## config.mk

```make
export PLATFORM = sky130hd
export DESIGN_NAME = qie_ctrl
export DESIGN_NICKNAME = d
export VERILOG_FILES = /design/src/rtl/core/qie_pkg.sv /design/src/rtl/core/qie_ctrl.sv
export SDC_FILE = /design/constraint.sdc
export NUM_CORES = 1
export LEC_CHECK = 0
export ABC_AREA = 1
export BUFFER_PORTS_ARGS = -buffer_cell sky130_fd_sc_hd__buf_4
export CAP_MARGIN = 20
export CORE_AREA = 3 3 40 42
export DETAILED_ROUTE_END_ITERATION = 8
export DIE_AREA = 0 0 43 45
export PLACE_DENSITY = 0.52
export SYNTH_ARGS = -nofsm -noshare
export SYNTH_HDL_FRONTEND = slang
export SYNTH_SLANG_ARGS = --single-unit
```

## constraint.sdc

```tcl
create_clock -name clk -period 3.1 [get_ports clk]
set_clock_uncertainty 0.1 [all_clocks]
set_input_delay 0.31 -clock clk [delete_from_list [all_inputs] [get_ports clk]]
set_output_delay 0.31 -clock clk [all_outputs]
set_load 0.05 [all_outputs]
```

## src/rtl/core/qie_pkg.sv

```systemverilog
package qie_pkg;

    localparam int MAX_LOG_SIDE = 7;
    localparam int LS_W         = 3;
    localparam int LV_W         = $clog2(MAX_LOG_SIDE + 1);
    localparam int CRD_W        = MAX_LOG_SIDE;
    localparam int PYR_DEPTH    = ((1 << (2 * (MAX_LOG_SIDE + 1))) - 1) / 3;
    localparam int ADDR_W       = $clog2(PYR_DEPTH);
    localparam int CNT_W        = 2 * MAX_LOG_SIDE + 1;

    localparam logic [1:0] CODE_MIXED = 2'd2;
    localparam logic [1:0] SYM_OPEN   = 2'd2;
    localparam logic [1:0] SYM_CLOSE  = 2'd3;

    localparam logic [1:0] PH_LOAD  = 2'd0;
    localparam logic [1:0] PH_NODE  = 2'd1;
    localparam logic [1:0] PH_CLOSE = 2'd2;
    localparam logic [1:0] PH_DONE  = 2'd3;

    localparam logic ACT_LOAD  = 1'b0;
    localparam logic ACT_FETCH = 1'b1;

    typedef struct packed {
        logic action;
        logic pixel;
    } in_t;

    typedef struct packed {
        logic [1:0] symbol;
        logic       last;
        logic       empty_res;
    } out_t;

    typedef struct packed {
        logic       load;
        logic       fetch_rd;
        logic [1:0] child;
        logic       cap;
        logic [1:0] cap_idx;
        logic       par_wr;
        logic       emit;
    } cmd_t;

    typedef struct packed {
        logic image_full;
        logic multi;
        logic build_last;
    } stat_t;

    // First pyramid entry of the level whose blocks have side 2^lv.
    function automatic logic [ADDR_W-1:0] level_base(input logic [LV_W-1:0] lv);
        logic [ADDR_W-1:0] b;
        b = '0;
        for (int l = 0; l < MAX_LOG_SIDE; l++) begin
            if (l < int'(lv))
            begin
                b = b + ADDR_W'(1 << (2 * (MAX_LOG_SIDE - l)));
            end
        end
        return b;
    endfunction

endpackage

```

## src/rtl/core/qie_ctrl.sv

```systemverilog
module qie_ctrl (
    input  logic          clk,
    input  logic          rst_n,
    input  logic          start,
    input  logic          action,
    input  qie_pkg::stat_t stat,
    output logic          busy,
    output qie_pkg::cmd_t cmd
);
    import qie_pkg::*;

    localparam logic [2:0] S_IDLE = 3'd0;
    localparam logic [2:0] S_RD0  = 3'd1;
    localparam logic [2:0] S_RD1  = 3'd2;
    localparam logic [2:0] S_RD2  = 3'd3;
    localparam logic [2:0] S_RD3  = 3'd4;
    localparam logic [2:0] S_WR   = 3'd5;
    localparam logic [2:0] S_OUT  = 3'd6;

    logic [2:0] state_reg;
    logic [2:0] state_next;

    assign busy = (state_reg != S_IDLE);

    always_comb
    begin
        cmd        = '0;
        state_next = state_reg;
        unique case (state_reg)
            S_IDLE:
            begin
                if (start)
                begin
                    if (action == ACT_FETCH)
                    begin
                        cmd.fetch_rd = 1'b1;
                        state_next   = S_OUT;
                    end
                    else
                    begin
                        cmd.load = 1'b1;
                        if (stat.image_full && stat.multi)
                        begin
                            state_next = S_RD0;
                        end
                    end
                end
            end
            S_RD0:
            begin
                cmd.child  = 2'd0;
                state_next = S_RD1;
            end
            S_RD1:
            begin
                cmd.child   = 2'd1;
                cmd.cap     = 1'b1;
                cmd.cap_idx = 2'd0;
                state_next  = S_RD2;
            end
            S_RD2:
            begin
                cmd.child   = 2'd2;
                cmd.cap     = 1'b1;
                cmd.cap_idx = 2'd1;
                state_next  = S_RD3;
            end
            S_RD3:
            begin
                cmd.child   = 2'd3;
                cmd.cap     = 1'b1;
                cmd.cap_idx = 2'd2;
                state_next  = S_WR;
            end
            S_WR:
            begin
                cmd.par_wr = 1'b1;
                state_next = stat.build_last ? S_IDLE : S_RD0;
            end
            S_OUT:
            begin
                cmd.emit   = 1'b1;
                state_next = S_IDLE;
            end
            default:
            begin
                state_next = S_IDLE;
            end
        endcase
    end

    always_ff @(posedge clk or negedge rst_n)
    begin
        if (!rst_n)
        begin
            state_reg <= S_IDLE;
        end
        else
        begin
            state_reg <= state_next;
        end
    end

endmodule

```

== Word level (Yosys, flattened, before mapping) ==
Cells that the tools add are included.
Storage, ports and cells
  bits in registers: 3
  logic and storage cells: 26
Cells by class
  mux-type cells: 13
  reductions and logical operators: 4
  equal/unequal tests: 8
Operators by type and width (count)
  $pmux 3 s6: 1
  $eq 3x3->1 const B: 3
  $mux 3: 3
  $pmux 3 s3: 1
  $eq 3x2->1 const B: 2
  $pmux 2 s3: 1
  $mux 1: 5
  $mux 2: 2
  $eq 3x1->1 const B: 1
  $logic_not 3->1: 1
  $ne 3x3->1 const B: 1
  $reduce_bool 3->1: 1
  $ne 2x2->1 const B: 1
  $reduce_and 2->1: 1
  $logic_and 1x1->1: 1

== Depth between registers and ports, before layout ==
Gate-level depths: netlist of run 1.
  depth in word-level cells: 5
  gate-level depth with buffers: 6
  depth with buffers taken out: 6

== Worst setup path before layout of run 1 ==
No wires, ideal clock.
  kind: flip-flop to output port
  start: reg state_reg[1]
  end: out cmd[7] (netlist name)
  slack: 875 ps
  data arrival time: 1815 ps
  cell stages (with the launch flop): 4
  cell sequence: dfrtp_1 nor2_4 nand2_4 nor3_1
RTL lines
  start: declaration: line qie_ctrl.sv:20  | logic [2:0] state_reg;
  start signal: assignment: line qie_ctrl.sv:100  | state_reg <= state_next;
  end: declaration: line qie_ctrl.sv:8  | output qie_pkg::cmd_t cmd

==> results of run 1 <==
-- through the flow --
| step | worst slack, ps | area (um^2) |
|---|---|---|
| 2_1_floorplan | 875 | 256 |
| 3_3_place_gp | 1660 | 395 |
| 3_5_place_dp | 1640 | 395 |
| 4_1_cts | 1380 | 432 |
| 5_1_grt | 1300 | 432 |
| 6_report | 1400 | 432 |
-- logic make-up after synthesis --
kind of cell,share of synthesized area
flops,0.293
compound gates,0.0927
simple gates,0.454
buf+inv,0.161
-- how the worst max path moves through the flow --
stage / to / cells past startpoint / slack [ps] / start
after global placement: cmd[7] / 4 / 1660 / state_reg[1]$_DFFE_PN0P_
after detailed placement: cmd[7] / 4 / 1640 / state_reg[1]$_DFFE_PN0P_
after floorplan: cmd[7] / 3 / 880 / state_reg[1]$_DFFE_PN0P_
final: cmd[7] / 4 / 1400 / state_reg[1]$_DFFE_PN0P_
after CTS: cmd[7] / 4 / 1380 / state_reg[1]$_DFFE_PN0P_
after global routing: cmd[7] / 4 / 1300 / state_reg[1]$_DFFE_PN0P_
-- metal layers --
layer	share of wire	GRT usage	vias to the layer above
li1	-	-	159
met5	0	0	-
met1	0.41	0.0730	127
met3	0.075	0.0359	2
met2	0.50	0.123	8
met4	0.013	0.0542	0
-- cell type report --
class	instances	area, um^2	area share
inverters	11	41.3	0.0957
flip-flops and latches	3	75.1	0.174
multi-input cells	26	140	0.325
well taps	15	18.8	0.0435
clock buffers	4	26.3	0.0609
repair buffers	17	130	0.301
-- Yosys cell counts --
cell type                   n  area share
sky130_fd_sc_hd__nand2_1   10        0.15
sky130_fd_sc_hd__nor2_2     1       0.024
sky130_fd_sc_hd__a21oi_4    1       0.063
sky130_fd_sc_hd__o211ai_1   1       0.029
sky130_fd_sc_hd__inv_2      1       0.015
sky130_fd_sc_hd__dfrtp_1    3        0.29
sky130_fd_sc_hd__nor2_4     1       0.044
sky130_fd_sc_hd__nand2_2    1       0.024
sky130_fd_sc_hd__nand3_1    3       0.059
sky130_fd_sc_hd__nand2_4    1       0.044
sky130_fd_sc_hd__nor3_1     2       0.039
sky130_fd_sc_hd__inv_1     10        0.15
sky130_fd_sc_hd__nor2_1     5       0.073
-- critical path: cells and delay by family, from the launching register on --
| kind | cells | cell delay [ps] |
|---|---|---|
| buffers and inverters | 1 | 220 |
| and+or+nand+nor | 3 | 390 |
| DFF | 1 | 440 |
-- repair_timing --
action,4_1_cts,5_1_grt
resized for setup,0,0
setup buffers,0,0
endpoints found under the hold margin,3,0
hold buffers,1,0
==> impl_metrics.xml, run 1 <==
<?xml version="1.0" encoding="UTF-8"?>
<metrics>
  <group name="status">
    <metric name="run_status" unit="">finished, final reports clean</metric>
  </group>
  <group name="critical_path">
    <metric name="worst_r2r_endpoint" unit="">state_reg[0]$_DFFE_PN0P_</metric>
    <metric name="worst_ep_arrival_time" unit="ps">1290</metric>
    <metric name="timing.critical_path.required" unit="ps">2690</metric>
    <metric name="cp_endpoint_kind" unit="">primary output</metric>
    <metric name="critical_path.max_stage_delay" unit="ps">440</metric>
    <metric name="timing.reg2reg.setup_slack" unit="ps">1920</metric>
    <metric name="cp_cell_sequence" unit="">nor2_4, nand2_4, nor3_1, buf_4</metric>
    <metric name="rr_worst_depth" unit="">6</metric>
    <metric name="r2r-start" unit="">state_reg[1]$_DFFE_PN0P_</metric>
    <metric name="crit_type" unit="">flop to primary output</metric>
    <metric name="critPathMaxFanout" unit="">5</metric>
    <metric name="start_kind" unit="">flop</metric>
    <metric name="slowest_stage" unit="">sky130_fd_sc_hd__dfrtp_1</metric>
  </group>
  <group name="sta">
    <metric name="fmaxAchievable" unit="MHz">589</metric>
    <metric name="tightest_slew" unit="ps">219</metric>
    <metric name="setup-tns-final" unit="ps">0</metric>
    <metric name="fin_hold_ws" unit="ps">265</metric>
    <metric name="slew_headroom" unit="">0.854</metric>
    <metric name="final_hold_viol_count" unit="">0</metric>
    <metric name="min_period" unit="ps">1700</metric>
    <metric name="slew_viol_final" unit="">0</metric>
    <metric name="timing.final.crit_share" unit="">0.548</metric>
    <metric name="rsz0062_at_grt" unit="">false</metric>
    <metric name="finalSetupViolCount" unit="">0</metric>
  </group>
  <group name="logic_synthesis">
    <metric name="avgSynthCellArea" unit="um^2">6.41</metric>
    <metric name="yosys_warnings" unit="">0</metric>
    <metric name="postSynthCellCount" unit="">40</metric>
    <metric name="post_synthesis_instance_area" unit="um^2">256</metric>
    <metric name="yosysUniqueCellTypes" unit="">13</metric>
    <metric name="postSynthNetCount" unit="">47</metric>
    <metric name="postSynthRegisterBits" unit="">3</metric>
    <metric name="synth_seq_area_share" unit="">0.293</metric>
  </group>
  <group name="global_route">
    <metric name="grt_max_degree" unit="">6</metric>
    <metric name="vias_in_the_first_global_route" unit="">271</metric>
    <metric name="grt_use_total" unit="">0.0744</metric>
    <metric name="grt_antenna_before_repair" unit="">0</metric>
    <metric name="grt_first_pass_wirelength" unit="um">1050</metric>
    <metric name="globalRoute.totalOverflow" unit="">0</metric>
  </group>
  <group name="drt">
    <metric name="drtIter0Drc" unit="">0</metric>
    <metric name="remaining_antenna_violation_count" unit="">0</metric>
    <metric name="detail_route.first_pass.iterations" unit="">1</metric>
    <metric name="avgViaCountPerCell" unit="">3.89</metric>
    <metric name="route.final.wire_length" unit="um">602</metric>
    <metric name="route.detailed.wl_per_inst" unit="um">7.92</metric>
    <metric name="route.detailed.drc" unit="">0</metric>
    <metric name="vias" unit="">296</metric>
  </group>
  <group name="cells_and_area">
    <metric name="layout-drive-gt1-share" unit="">0.410</metric>
    <metric name="largest_register_ff_count" unit="">3</metric>
    <metric name="fillerInstances" unit="">134</metric>
    <metric name="final_util" unit="">0.336</metric>
    <metric name="fin_cells" unit="">76</metric>
    <metric name="layout.cells.most_common" unit="">sky130_fd_sc_hd__buf_4</metric>
    <metric name="final_nets" unit="">69</metric>
    <metric name="flow.area_growth_from_synthesis" unit="%">68.3</metric>
    <metric name="layout.cells.most_common_list" unit="">16 x sky130_fd_sc_hd__buf_4, 10 x sky130_fd_sc_hd__nand2_1, 10 x sky130_fd_sc_hd__inv_1, 5 x sky130_fd_sc_hd__nor2_1</metric>
    <metric name="antenna_cells_inserted" unit="">0</metric>
  </group>
  <group name="hold_path">
    <metric name="min_to" unit="">state_reg[1]$_DFFE_PN0P_</metric>
    <metric name="hold_path_startpoint" unit="">start</metric>
    <metric name="holdCritPathClass" unit="">primary input to flop</metric>
    <metric name="cell_depth_of_the_worst_min_delay_path" unit="">3</metric>
  </group>
  <group name="floorplanning">
    <metric name="die-height" unit="um">45</metric>
    <metric name="core" unit="mm^2">0.00128</metric>
    <metric name="rows" unit="">13</metric>
    <metric name="start_util" unit="">0.200</metric>
    <metric name="dieArea" unit="mm^2">0.00194</metric>
    <metric name="die_w" unit="um">43</metric>
    <metric name="floorplan.io_pins" unit="">17</metric>
  </group>
  <group name="placed_design">
    <metric name="numPortBuffers" unit="">16</metric>
    <metric name="place.detailed.hpwl" unit="um">530</metric>
    <metric name="placed_cells" unit="">71</metric>
    <metric name="gp_routability_congestion" unit="">0.632</metric>
  </group>
  <group name="clock_network">
    <metric name="worstSkewPairLatency" unit="ps">230</metric>
    <metric name="tritoncts" unit="">built</metric>
    <metric name="clk_root_buffer_cell" unit="">sky130_fd_sc_hd__clkbuf_4</metric>
    <metric name="cts.sinks" unit="">3</metric>
    <metric name="ctsLongestPathBuffers" unit="">2</metric>
    <metric name="path_clk_slew" unit="ps">40</metric>
    <metric name="cts_made_buffers" unit="">3</metric>
    <metric name="htreeDepth" unit="">1</metric>
  </group>
  <group name="job">
    <metric name="maxCapViolCount" unit="">0</metric>
  </group>
</metrics>
Power of run 1 is left out: the tool's default activity adds up to more than one toggle a clock period on the data nets, which glitch-free logic cannot reach.
==> run 2: changes to the inputs <==
- ABC_AREA: 1 -> 0
- PLACE_DENSITY: 0.52 -> 0.53
- clock period: 3.1 -> 1.4 ns (I/O delays scaled with it)
==> run 2 against run 1 <==
The run now ends with negative setup slack left; register-to-register slack worse by 1800 ps; global-route usage grew 2.1 points; die area stayed put; non-clock buffer count grew 7; flip-flop and latch count unchanged; worst setup slack got worse by 1600 ps; cell area up 30%.
==> impl_metrics.xml, run 2 <==
<?xml version="1.0" encoding="UTF-8"?>
<metrics>
  <group name="critical_path">
    <metric name="crit_type" unit="">flop to primary output</metric>
    <metric name="r2r-start" unit="">state_reg[2]$_DFFE_PN0P_</metric>
    <metric name="start_kind" unit="">flop</metric>
    <metric name="rr_worst_depth" unit="">4</metric>
    <metric name="cp_endpoint_kind" unit="">primary output</metric>
    <metric name="timing.reg2reg.setup_slack" unit="ps">140</metric>
    <metric name="timing.critical_path.required" unit="ps">1160</metric>
    <metric name="critPathMaxFanout" unit="">3</metric>
    <metric name="worst_ep_arrival_time" unit="ps">1390</metric>
    <metric name="worst_r2r_endpoint" unit="">state_reg[0]$_DFFE_PN0P_</metric>
  </group>
  <group name="placed_design">
    <metric name="gp_routability_congestion" unit="">0.689</metric>
    <metric name="placed_cells" unit="">62</metric>
    <metric name="numPortBuffers" unit="">16</metric>
    <metric name="pre_cts_slack" unit="ps">-59.7</metric>
    <metric name="place.detailed.hpwl" unit="um">540</metric>
  </group>
  <group name="logic_synthesis">
    <metric name="avgSynthCellArea" unit="um^2">8.51</metric>
    <metric name="synth_enable_flop_cells" unit="">0</metric>
    <metric name="async_flop_share" unit="">1.00</metric>
    <metric name="postSynthNetCount" unit="">37</metric>
    <metric name="synthDominantAreaCellType" unit="">sky130_fd_sc_hd__dfrtp_1</metric>
    <metric name="post_synthesis_instance_area" unit="um^2">255</metric>
    <metric name="yosysUniqueCellTypes" unit="">22</metric>
    <metric name="post_synth_top_cells" unit="">3 x sky130_fd_sc_hd__dfrtp_1, 3 x sky130_fd_sc_hd__inv_1, 3 x sky130_fd_sc_hd__nor2_1</metric>
    <metric name="most_used_flip_flop_cell_after_synthesis" unit="">sky130_fd_sc_hd__dfrtp_1</metric>
    <metric name="postSynthCellCount" unit="">30</metric>
    <metric name="area_share_of_the_largest_cell_type_after_synthesis" unit="">0.294</metric>
    <metric name="postSynthRegisterBits" unit="">3</metric>
    <metric name="yosys-top-cells-area" unit="">sky130_fd_sc_hd__dfrtp_1 29%, sky130_fd_sc_hd__a211oi_1 5.9%, sky130_fd_sc_hd__nor3b_2 4.9%</metric>
    <metric name="synth_seq_area_share" unit="">0.294</metric>
    <metric name="yosys_warnings" unit="">0</metric>
  </group>
  <group name="global_route">
    <metric name="grt_antenna_before_repair" unit="">0</metric>
    <metric name="grt_first_pass_wirelength" unit="um">1280</metric>
    <metric name="grt_use_total" unit="">0.0952</metric>
    <metric name="globalRoute.totalOverflow" unit="">0</metric>
    <metric name="vias_in_the_first_global_route" unit="">323</metric>
    <metric name="grt_max_degree" unit="">9</metric>
  </group>
  <group name="floorplanning">
    <metric name="dieArea" unit="mm^2">0.00194</metric>
    <metric name="die_w" unit="um">43</metric>
    <metric name="floorplan.io_pins" unit="">17</metric>
    <metric name="rows" unit="">13</metric>
    <metric name="start_util" unit="">0.199</metric>
    <metric name="core" unit="mm^2">0.00128</metric>
    <metric name="die-height" unit="um">45</metric>
  </group>
  <group name="sta">
    <metric name="final_hold_viol_count" unit="">0</metric>
    <metric name="setup_ws" unit="ps">-231</metric>
    <metric name="fin_hold_ws" unit="ps">67.3</metric>
    <metric name="tightest_slew" unit="ps">219</metric>
    <metric name="slew_viol_final" unit="">0</metric>
    <metric name="setup-tns-final" unit="ps">-1340</metric>
    <metric name="timing.final.crit_share" unit="">1.17</metric>
    <metric name="slew_headroom" unit="">0.853</metric>
    <metric name="fmaxAchievable" unit="MHz">613</metric>
    <metric name="rsz0062_at_grt" unit="">true</metric>
    <metric name="finalSetupViolCount" unit="">10</metric>
    <metric name="min_period" unit="ps">1630</metric>
  </group>
  <group name="clock_network">
    <metric name="cts.sinks" unit="">3</metric>
    <metric name="worstSkewPairLatency" unit="ps">230</metric>
    <metric name="clk_root_buffer_cell" unit="">sky130_fd_sc_hd__clkbuf_4</metric>
    <metric name="ctsLongestPathBuffers" unit="">2</metric>
    <metric name="path_clk_slew" unit="ps">40</metric>
    <metric name="htreeDepth" unit="">1</metric>
    <metric name="cts_made_buffers" unit="">3</metric>
    <metric name="tritoncts" unit="">built</metric>
  </group>
  <group name="job">
    <metric name="maxCapViolCount" unit="">0</metric>
  </group>
  <group name="drt">
    <metric name="remaining_antenna_violation_count" unit="">0</metric>
    <metric name="route.detailed.wl_per_inst" unit="um">10.9</metric>
    <metric name="vias" unit="">319</metric>
    <metric name="detail_route.first_pass.iterations" unit="">4</metric>
    <metric name="drtIter0Drc" unit="">4</metric>
    <metric name="avgViaCountPerCell" unit="">4.56</metric>
    <metric name="route.detailed.drc" unit="">0</metric>
    <metric name="route.final.wire_length" unit="um">762</metric>
  </group>
  <group name="cells_and_area">
    <metric name="antenna_cells_inserted" unit="">0</metric>
    <metric name="layout-drive-gt1-share" unit="">0.673</metric>
    <metric name="layout.cells.most_common" unit="">sky130_fd_sc_hd__buf_4</metric>
    <metric name="largest_register_ff_count" unit="">3</metric>
    <metric name="flow.area_growth_from_synthesis" unit="%">120</metric>
    <metric name="final_nets" unit="">63</metric>
    <metric name="fillerInstances" unit="">126</metric>
    <metric name="layout.cells.most_common_list" unit="">12 x sky130_fd_sc_hd__buf_4, 7 x sky130_fd_sc_hd__buf_6, 4 x sky130_fd_sc_hd__buf_8, 3 x sky130_fd_sc_hd__clkbuf_4, 3 x sky130_fd_sc_hd__dfrtp_1</metric>
    <metric name="fin_cells" unit="">70</metric>
  </group>
  <group name="status">
    <metric name="failing_checks" unit="">negative setup slack</metric>
    <metric name="run_status" unit="">finished with violations</metric>
  </group>
  <group name="hold_path">
    <metric name="cell_depth_of_the_worst_min_delay_path" unit="">3</metric>
    <metric name="hold_path_startpoint" unit="">stat[0]</metric>
    <metric name="min_to" unit="">state_reg[0]$_DFFE_PN0P_</metric>
    <metric name="holdCritPathClass" unit="">primary input to flop</metric>
  </group>
</metrics>
[run 2: final cells by class]
cell class / count / area [um^2] / area share
clock buffer: 4 / 26.3 / 0.0468
inverter: 3 / 17.5 / 0.0312
multi-input combinational: 21 / 185 / 0.330
sequential: 3 / 75.1 / 0.134
tap: 15 / 18.8 / 0.0334
timing repair buffer: 24 / 239 / 0.425
[run 2: kinds of logic after synthesis]
family                 count (synthesis)  synth area share
AO/OA/AOI/OAI                          6             0.162
AND/OR/NAND/NOR                       14             0.373
buffers and inverters                  6             0.137
flip-flops                             3             0.294
XOR/XNOR                               1            0.0343
[run 2: worst max path at each step]
stage	startpoint	to	slack (ps)	cells after the start
after floorplan	state_reg[0]$_DFFE_PN0P_	cmd[8]	-310	3
after global placement	state_reg[2]$_DFFE_PN0P_	cmd[4]	-70	3
after detailed placement	state_reg[2]$_DFFE_PN0P_	cmd[4]	-60	3
after CTS	state_reg[1]$_DFFE_PN0P_	cmd[8]	-240	3
after global routing	state_reg[1]$_DFFE_PN0P_	cmd[8]	-270	3
final	state_reg[1]$_DFFE_PN0P_	cmd[8]	-230	3
[run 2: what timing repair did]
item | 4_1_cts | 5_1_grt
setup buffers | 3 | 2
cloned | 0 | 0
hold buffers | 1 | 0
gates resized for setup | 19 | 0
setup endpoints to repair | 10 | 10
pin swaps | 4 | 2
hold endpoints to repair | 3 | 0
[run 2: through the flow]
| stage | util | cell area [um^2] |
|---|---|---|
| 6_report | 0.437 | 562 |
| 5_1_grt | 0.437 | 562 |
| 4_1_cts | 0.431 | 554 |
| 3_5_place_dp | 0.340 | 437 |
| 3_3_place_gp | 0.340 | 437 |
| 2_1_floorplan | - | 295 |
[run 2: routing by layer]
layer  share of wire  track usage  vias up
li1                -            -      155
met1            0.33       0.0922      152
met2            0.60        0.165       10
met3           0.045       0.0239        2
met4           0.021       0.0904        0
met5               0            0        -
[run 2: worst max-delay path, cell delays in order (launching register included)]
cell                      delay, ps
sky130_fd_sc_hd__dfrtp_1        380
sky130_fd_sc_hd__or3_4          420
sky130_fd_sc_hd__nor3b_4        180
sky130_fd_sc_hd__buf_6          180
Power of run 2 is left out for the same reason.
